`src/hw/rtl/ble_finder_tag_classifier_core_assert.svh`:
```
// Assertion helpers used by the classifier core RTL.
`ifndef BLE_FINDER_TAG_CLASSIFIER_CORE_ASSERT_SVH
`define BLE_FINDER_TAG_CLASSIFIER_CORE_ASSERT_SVH

// Same-cycle implication, checked outside reset.
`define BLFTC_ASSERT_NOW(lbl, clk, rst_n, ante, cons) \
    lbl: assert property (@(posedge clk) disable iff (!(rst_n)) (ante) |-> (cons)) \
        else $error("%m: assertion failed");

// Next-cycle implication, checked outside reset.
`define BLFTC_ASSERT_NEXT(lbl, clk, rst_n, ante, cons) \
    lbl: assert property (@(posedge clk) disable iff (!(rst_n)) (ante) |=> (cons)) \
        else $error("%m: assertion failed");

`endif

```
`src/hw/rtl/blftc_pkg.sv`:
```
package blftc_pkg;

    localparam int MaxSvcEntries  = 12;
    localparam int MaxPacketBytes = 255;
    localparam int SvcCntW        = $clog2(MaxSvcEntries + 1);
    localparam int PosW           = $clog2(MaxPacketBytes + 1);

    // element offset stops counting once past the last byte of interest
    localparam logic [2:0] OffSat = 3'd5;

    localparam logic [7:0]  AdTypeManuf  = 8'hFF;
    localparam logic [7:0]  AdTypeSvc16  = 8'h16;
    localparam logic [15:0] CompanyId    = 16'h004C;
    localparam logic [7:0]  CoSubtype    = 8'h12;
    localparam logic [7:0]  CoSepLen     = 8'h19;
    localparam logic [15:0] SvcUuidFeed  = 16'hFEED;
    localparam logic [15:0] SvcUuidFd5a  = 16'hFD5A;
    localparam logic [15:0] SvcUuidFeaa  = 16'hFEAA;
    localparam logic [7:0]  FeaaFrame    = 8'h41;
    localparam logic [7:0]  FeaaLenShort = 8'd24;
    localparam logic [7:0]  FeaaLenLong  = 8'd36;
    localparam logic [7:0]  MinIdData    = 8'd2;
    localparam logic [7:0]  MinSvcData   = 8'd4;

    localparam logic [6:0] ConfMfg  = 7'd85;
    localparam logic [6:0] ConfFeed = 7'd65;
    localparam logic [6:0] ConfFd5a = 7'd60;
    localparam logic [6:0] ConfFeaa = 7'd65;

    typedef enum logic [2:0] {
        KIND_NONE     = 3'd0,
        KIND_MFG_SEP  = 3'd1,
        KIND_SVC_FEED = 3'd2,
        KIND_SVC_FD5A = 3'd3,
        KIND_SVC_FEAA = 3'd4
    } t_kind;

    typedef enum logic {
        METHOD_MFG_ID   = 1'b0,
        METHOD_SVC_DATA = 1'b1
    } t_method;

    typedef struct packed {
        logic [7:0]        adv_byte;
        logic              last_byte;
        logic [47:0]       device_address;
        logic signed [7:0] signal_strength;
    } t_in_item;

    typedef struct packed {
        logic              detected;
        logic [2:0]        tracker_kind;
        logic              match_method;
        logic [6:0]        confidence;
        logic [47:0]       tag_address;
        logic signed [7:0] tag_strength;
    } t_out_item;

    // Packet flags after the current byte has been taken
    typedef struct packed {
        logic  beacon_hit;
        t_kind svc_kind;
    } t_flags;

endpackage

```
`src/hw/rtl/blftc_parser.sv`:
```
module blftc_parser
    import blftc_pkg::*;
(
    input  logic       i_clk,
    input  logic       i_rst_n,
    input  logic       i_step,
    input  logic       i_last,
    input  logic [7:0] i_byte,
    output t_flags     o_flags
);

    logic [7:0]         r_left,  n_left;
    logic [7:0]         r_len,   n_len;
    logic [7:0]         r_type,  n_type;
    logic [2:0]         r_off,   n_off;
    logic [15:0]        r_uuid,  n_uuid;
    logic [7:0]         r_d2,    n_d2;
    logic [7:0]         r_d3,    n_d3;
    logic               r_mseen, n_mseen;
    logic               r_beacon, n_beacon;
    logic [SvcCntW-1:0] r_cnt,   n_cnt;
    t_kind              r_kind,  n_kind;
    logic               r_stop,  n_stop;
    logic [PosW-1:0]    r_pos,   n_pos;
    logic [7:0]         dlen;

    always_comb begin
        n_left   = r_left;
        n_len    = r_len;
        n_type   = r_type;
        n_off    = r_off;
        n_uuid   = r_uuid;
        n_d2     = r_d2;
        n_d3     = r_d3;
        n_mseen  = r_mseen;
        n_beacon = r_beacon;
        n_cnt    = r_cnt;
        n_kind   = r_kind;
        n_stop   = r_stop;
        n_pos    = r_pos;
        dlen     = r_len - 8'd1;
        if (i_step && (r_pos < PosW'(MaxPacketBytes))) begin
            n_pos = r_pos + PosW'(1);
            if (!r_stop) begin
                if (r_left == 8'd0) begin
                    if (i_byte == 8'd0) begin
                        n_stop = 1'b1;
                    end else begin
                        n_len  = i_byte;
                        n_left = i_byte;
                        n_off  = 3'd0;
                        n_type = 8'd0;
                        n_uuid = 16'd0;
                        n_d2   = 8'd0;
                        n_d3   = 8'd0;
                    end
                end else begin
                    case (r_off)
                        3'd0: n_type = i_byte;
                        3'd1: n_uuid = {r_uuid[15:8], i_byte};
                        3'd2: n_uuid = {i_byte, r_uuid[7:0]};
                        3'd3: n_d2 = i_byte;
                        3'd4: n_d3 = i_byte;
                        default: ;
                    endcase
                    if (r_off != OffSat) begin
                        n_off = r_off + 3'd1;
                    end
                    n_left = r_left - 8'd1;
                    // element complete: classify it
                    if (r_left == 8'd1) begin
                        if (n_type == AdTypeManuf && dlen >= MinIdData && !r_mseen) begin
                            n_mseen  = 1'b1;
                            n_beacon = (n_uuid == CompanyId) && (dlen >= MinSvcData) &&
                                       (n_d2 == CoSubtype) && (n_d3 == CoSepLen);
                        end else if (n_type == AdTypeSvc16 && dlen >= MinIdData &&
                                     r_cnt < SvcCntW'(MaxSvcEntries)) begin
                            n_cnt = r_cnt + SvcCntW'(1);
                            if (r_kind == KIND_NONE && dlen >= MinSvcData) begin
                                if (n_uuid == SvcUuidFeed) begin
                                    n_kind = KIND_SVC_FEED;
                                end else if (n_uuid == SvcUuidFd5a) begin
                                    n_kind = KIND_SVC_FD5A;
                                end else if (n_uuid == SvcUuidFeaa &&
                                             (dlen == FeaaLenShort || dlen == FeaaLenLong) &&
                                             n_d2 == FeaaFrame) begin
                                    n_kind = KIND_SVC_FEAA;
                                end
                            end
                        end
                    end
                end
            end
        end
    end

    assign o_flags = '{beacon_hit: n_beacon, svc_kind: n_kind};

    // Packet state is cleared once the last byte has been taken
    always_ff @(posedge i_clk) begin
        if (!i_rst_n || (i_step && i_last)) begin
            r_left   <= '0;
            r_len    <= '0;
            r_type   <= '0;
            r_off    <= '0;
            r_uuid   <= '0;
            r_d2     <= '0;
            r_d3     <= '0;
            r_mseen  <= 1'b0;
            r_beacon <= 1'b0;
            r_cnt    <= '0;
            r_kind   <= KIND_NONE;
            r_stop   <= 1'b0;
            r_pos    <= '0;
        end else begin
            r_left   <= n_left;
            r_len    <= n_len;
            r_type   <= n_type;
            r_off    <= n_off;
            r_uuid   <= n_uuid;
            r_d2     <= n_d2;
            r_d3     <= n_d3;
            r_mseen  <= n_mseen;
            r_beacon <= n_beacon;
            r_cnt    <= n_cnt;
            r_kind   <= n_kind;
            r_stop   <= n_stop;
            r_pos    <= n_pos;
        end
    end

endmodule

```
`src/hw/rtl/blftc_verdict.sv`:
```
module blftc_verdict
    import blftc_pkg::*;
(
    input  logic              i_scan_en,
    input  t_flags            i_flags,
    input  logic [47:0]       i_address,
    input  logic signed [7:0] i_strength,
    output t_out_item         o_item
);

    t_kind      kind;
    t_method    method;
    logic [6:0] conf;

    always_comb begin
        kind   = KIND_NONE;
        method = METHOD_MFG_ID;
        conf   = 7'd0;
        if (i_scan_en) begin
            if (i_flags.beacon_hit) begin
                kind   = KIND_MFG_SEP;
                method = METHOD_MFG_ID;
                conf   = ConfMfg;
            end else begin
                case (i_flags.svc_kind)
                    KIND_SVC_FEED: begin
                        kind   = KIND_SVC_FEED;
                        method = METHOD_SVC_DATA;
                        conf   = ConfFeed;
                    end
                    KIND_SVC_FD5A: begin
                        kind   = KIND_SVC_FD5A;
                        method = METHOD_SVC_DATA;
                        conf   = ConfFd5a;
                    end
                    KIND_SVC_FEAA: begin
                        kind   = KIND_SVC_FEAA;
                        method = METHOD_SVC_DATA;
                        conf   = ConfFeaa;
                    end
                    default: ;
                endcase
            end
        end
    end

    assign o_item = '{
        detected:        (kind != KIND_NONE),
        tracker_kind:    kind,
        match_method:    method,
        confidence:      conf,
        tag_address:     i_address,
        tag_strength:    i_strength
    };

endmodule

```
`src/hw/rtl/ble_finder_tag_classifier_core.sv`:
```
// Channel  Direction  Handshake                 Payload
// in       input      i_in_valid / o_in_ready   i_in_data  (t_in_item)
// out      output     o_out_valid / i_out_ready o_out_data (t_out_item)
// cfg      input      i_cfg_wr_en               i_cfg_wr_data (scan enable)
//
// One byte per cycle sustained while the output is not stalled; the input register and
// the parser update together form a single stage, so a byte can follow in the next cycle.
// A verdict is loaded into the output register while its last byte sits in the input
// register, unless the previous verdict is still held.
// Reset is synchronous and needs no clearing pass.
// A stalled output holds back only a last byte, and no new byte is taken while it waits; other bytes keep flowing.
module ble_finder_tag_classifier_core
    import blftc_pkg::*;
(
    input  logic      i_clk,
    input  logic      i_rst_n,
    input  logic      i_in_valid,
    output logic      o_in_ready,
    input  t_in_item  i_in_data,
    output logic      o_out_valid,
    input  logic      i_out_ready,
    output t_out_item o_out_data,
    input  logic      i_cfg_wr_en,
    input  logic      i_cfg_wr_data
);

`include "ble_finder_tag_classifier_core_assert.svh"

    logic      r_scan_en;
    logic      r_in_vld;
    t_in_item  r_in;
    logic      r_out_vld;
    t_out_item r_out;
    logic      out_free;
    logic      proc;
    logic      out_load;
    t_flags    flags;
    t_out_item verdict;

    assign out_free   = !r_out_vld || i_out_ready;
    assign proc       = r_in_vld && (!r_in.last_byte || out_free);
    assign out_load   = proc && r_in.last_byte;
    assign o_in_ready = !r_in_vld || proc;

    always_ff @(posedge i_clk) begin
        if (!i_rst_n) begin
            r_scan_en <= 1'b0;
        end else if (i_cfg_wr_en) begin
            r_scan_en <= i_cfg_wr_data;
        end
    end

    always_ff @(posedge i_clk) begin
        if (!i_rst_n) begin
            r_in_vld <= 1'b0;
        end else if (o_in_ready) begin
            r_in_vld <= i_in_valid;
        end
    end

    always_ff @(posedge i_clk) begin
        if (i_in_valid && o_in_ready) begin
            r_in <= i_in_data;
        end
    end

    blftc_parser u_parser (
        .i_clk   (i_clk),
        .i_rst_n (i_rst_n),
        .i_step  (proc),
        .i_last  (r_in.last_byte),
        .i_byte  (r_in.adv_byte),
        .o_flags (flags)
    );

    blftc_verdict u_verdict (
        .i_scan_en  (r_scan_en),
        .i_flags    (flags),
        .i_address  (r_in.device_address),
        .i_strength (r_in.signal_strength),
        .o_item     (verdict)
    );

    always_ff @(posedge i_clk) begin
        if (!i_rst_n) begin
            r_out_vld <= 1'b0;
        end else if (out_load) begin
            r_out_vld <= 1'b1;
        end else if (i_out_ready) begin
            r_out_vld <= 1'b0;
        end
    end

    always_ff @(posedge i_clk) begin
        if (out_load) begin
            r_out <= verdict;
        end
    end

    assign o_out_valid = r_out_vld;
    assign o_out_data  = r_out;

    `BLFTC_ASSERT_NOW(a_no_overwrite_in, i_clk, i_rst_n,
        i_in_valid && o_in_ready && r_in_vld, proc)
    `BLFTC_ASSERT_NEXT(a_result_kept, i_clk, i_rst_n,
        r_out_vld && !i_out_ready, r_out_vld)
    `BLFTC_ASSERT_NOW(a_detect_needs_scan, i_clk, i_rst_n,
        r_out_vld && r_out.detected, r_scan_en)
    `BLFTC_ASSERT_NOW(a_miss_is_clean, i_clk, i_rst_n,
        r_out_vld && !r_out.detected,
        r_out.tracker_kind == KIND_NONE && r_out.confidence == 7'd0 &&
        r_out.match_method == METHOD_MFG_ID)

endmodule

```
`config.mk`:
```
export PLATFORM = sky130hd
export DESIGN_NAME = ble_finder_tag_classifier_core
export DESIGN_NICKNAME = d
export VERILOG_FILES = /design/src/hw/rtl/blftc_pkg.sv /design/src/hw/rtl/blftc_parser.sv /design/src/hw/rtl/blftc_verdict.sv /design/src/hw/rtl/ble_finder_tag_classifier_core.sv
export VERILOG_INCLUDE_DIRS = /design/src /design/src/hw/rtl
export SDC_FILE = /design/constraint.sdc
export NUM_CORES = 1
export LEC_CHECK = 0
export BUFFER_PORTS_ARGS = -buffer_cell sky130_fd_sc_hd__buf_2
export CAP_MARGIN = 0
export CORE_ASPECT_RATIO = 1.25
export CORE_UTILIZATION = 30
export CTS_CLUSTER_SIZE = 8
export DETAILED_ROUTE_END_ITERATION = 10
export PLACE_DENSITY_LB_ADDON = 0.1
export SETUP_SLACK_MARGIN = 0.4
export SLEW_MARGIN = 20
export SYNTH_ARGS = -nofsm -noshare
export SYNTH_HDL_FRONTEND = slang
export SYNTH_SLANG_ARGS = --single-unit
export TNS_END_PERCENT = 10
```
`constraint.sdc`:
```
create_clock -name i_clk -period 6.5 [get_ports i_clk]
set_input_delay 0.325 -clock i_clk [delete_from_list [all_inputs] [get_ports i_clk]]
set_output_delay 0.325 -clock i_clk [all_outputs]
set_load 0.02 [all_outputs]
```
==> impl_metrics.tcl <==
set metrics [dict create \
    outcome "complete, no violations" \
    hold_violations 0 \
    grt_pass1_vias 6000 \
    clkTransAtPathRegs_ns 0.06 \
    relSlewSlack 0.350 \
    die_h_um 186 \
    wl_per_cell_um 17.0 \
    drive_gt1_frac 0.222 \
    crit_required_ns 6.84 \
    setup_violations 0 \
    critPathKind "flop to flop" \
    multi_input_area_um2 2440 \
    synth_nets 730 \
    seq_area_frac_synth 0.676 \
    port-buffer-count 139 \
    crit_path_end_kind "flop" \
    crit_fanout 8 \
    ir_drop_mv 0.181 \
    final_util 0.405 \
    clk_latency_ns 0.53 \
    yosys.area.top_type "edfxtp_1" \
    arrival_ns 3.83 \
    powerDensity_nw_per_um2 299 \
    seq_area_um2 5480 \
    cp-start-kind "flop" \
    synth_edf_count 129 \
    finalSetupTns_ns 0 \
    min_period_ns 3.50 \
    p_seq_frac 0.472 \
    power_frac_comb 0.083 \
    hold_ws_ns 0.0616 \
    async_flop_share 0 \
    ys_types 68 \
    cts_made_buffers 30 \
    die_w_um 149 \
    yosysMostFrequentCell "edfxtp_1" \
    hp-class "primary input to flop" \
    coreArea_um2 26300 \
    switchingPower_uw 741 \
    via_count 5943 \
    finish.net_count 934 \
    ys.warnings.count 0 \
    synth_top_cell_area_share 0.478 \
    drt-initial-drc-count 337 \
    synthCells 648 \
    start_util 0.309 \
    gp_congestion 0.802 \
    via_per_inst 4.90 \
    finalCritPeriodShare 0.538 \
    drc 0 \
    synth-seq-cells 209 \
    swShare 0.233 \
    drt_wl_total_mm 20.6 \
    grt_antenna_before_repair 0 \
    fillers 2531 \
    track_usage 0.148 \
    post_cts_buffers 0 \
    fmax_ghz 0.286 \
    internal_power_uw 2440 \
    grt_pass1_wl_mm 32.0 \
    dpl.hpwl_mm 13.4 \
    clockBufferDepth 3 \
    drt_pass1_iterations 5 \
    synth_common_cells "129 x edfxtp_1, 92 x nor2_1, 80 x dfxtp_1" \
    clock_sinks 209 \
    syn_area_um2 8110 \
    diodes 0 \
    synth.avg_cell_area_um2 12.5 \
    ys.flop_type "edfxtp_1" \
    drv_cap 0 \
    tightestPinTransition_ns 0.972 \
    synth_area_leaders "edfxtp_1 48%, dfxtp_1 20%, nor2_1 4.3%" \
    ios 141 \
    cts_tree "done" \
    drv_slew 0 \
    rsz0062_at_grt "no" \
    globalRouteOverflowTotal 0 \
    pwr-share-clk 0.444 \
    htreeDepth 1 \
    num_rows 66 \
    dieArea_um2 27700 \
    drtAntennaViolNets 0 \
    leakage_uw 0.00387 \
    fin_worst_skew_ns 0.0191 \
    grt_max_degree 78 \
    syn_to_final_growth_pct 31.2 \
    clockRootBuffer "clkbuf_16" \
]
-- worst paths after layout --
kind | cells after the start | startpoint | slack [ns] | to
worst max register to register | 9 | u_parser.r_off[1] | 3.00 | o_out_data[56]
worst max-delay path | 9 | u_parser.r_off[1] | 3.00 | o_out_data[56]
worst min-delay path | 3 | i_cfg_wr_data | 0.06 | r_scan_en
worst min register to register | 0 | r_in[39] | 0.41 | o_out_data[39]
-- flip-flops by register name (all words and copies together), names as in the netlist --
signal,flops
r_scan_en,1
u_parser.r_off,3
u_parser.r_type,8
u_parser.r_left,8
u_parser.r_pos,8
u_parser.r_mseen,1
r_in_vld,1
u_parser.r_kind,3
o_out_data,64
u_parser.r_d3,8
u_parser.r_d2,8
u_parser.r_beacon,1
u_parser.r_uuid,16
u_parser.r_cnt,4
u_parser.r_len,8
u_parser.r_stop,1
r_in,65
o_out_valid,1
-- per-layer routing --
metal	up-vias	global-route usage	routed length (µm)	share of wire
met5	-	0	0	0
li1	2852	-	-	-
met4	0	0.0620	596	0.029
met3	39	0.0284	1320	0.064
met1	2842	0.180	8870	0.43
met2	210	0.253	9780	0.48
-- cell families (layout without fill, tap and decap cells) --
family,Yosys count,in the layout,share of synthesized area
AND/OR/NAND/NOR,231,231,0.146
flip-flops,209,209,0.676
AO/OA/AOI/OAI,129,129,0.115
buffers and inverters,51,276,0.0275
adder cells (fa/ha/maj),11,11,0.0170
XOR/XNOR,8,8,0.00864
multiplexers,8,8,0.0100
other,1,1,0.000463
-- layout make-up --
type / count / area share
repair buffers: 208 / 0.129
clock inverters: 1 / 0.000823
inverters: 15 / 0.00529
well taps: 340 / 0.0400
clock buffers: 52 / 0.0803
flip-flops and latches: 209 / 0.515
multi-input cells: 388 / 0.229
-- cells in the final DEF (no fill, tap or decap), types with 6 or more instances in the layout --
cell,n
nor4_1,10
xor2_1,6
edfxtp_1,129
inv_1,15
mux2i_1,7
nand3_1,18
nand4_1,9
nand2_1,33
dfxtp_1,80
nor2_1,91
a22oi_1,38
clkbuf_1,21
dlygate4sd3_1,65
clkbuf_16,31
a32oi_1,8
buf_2,139
nor3_1,18
a21oi_1,30
ha_1,11
a22o_1,10
-- what timing repair did --
item,CTS,global route
hold buffers,65,0
hold endpoints to repair,65,0
resized for setup,0,0
-- metrics by stage --
| step | std cells | power [µW] | setup slack [ns] | instance area, µm² |
|---|---|---|---|---|
| 3_3_place_gp | 1095 | 1760 | 3.15 | 9120 |
| 2_1_floorplan | 648 | 1680 | 1.96 | 8110 |
| 6_report | 1213 | 3190 | 3.00 | 10600 |
| 3_5_place_dp | 1095 | 1760 | 3.01 | 9120 |
| 5_1_grt | 1213 | 3310 | 2.80 | 10600 |
| 4_1_cts | 1213 | 3230 | 3.00 | 10600 |
-- critical path: stages, from the launching register on --
cell and delay (ns):
dfxtp_1 0.40, inv_1 0.11, ha_1 0.24, or3b_2 0.58, a22o_1 0.27, or4b_1 0.57
nor4_1 0.29, o2111a_1 0.31, o21ai_0 0.19, a311oi_1 0.35
-- power groups by stage --
stage                     Combinational (µW)  Clock, µW  Sequential [µW]
after global routing                     293       1510             1510
final                                    266       1420             1500
after global placement                   230          0             1530
after CTS                                266       1460             1500
after floorplan                          152          0             1530
after detailed placement                 233          0             1530
(Power assumes the default switching activity.)
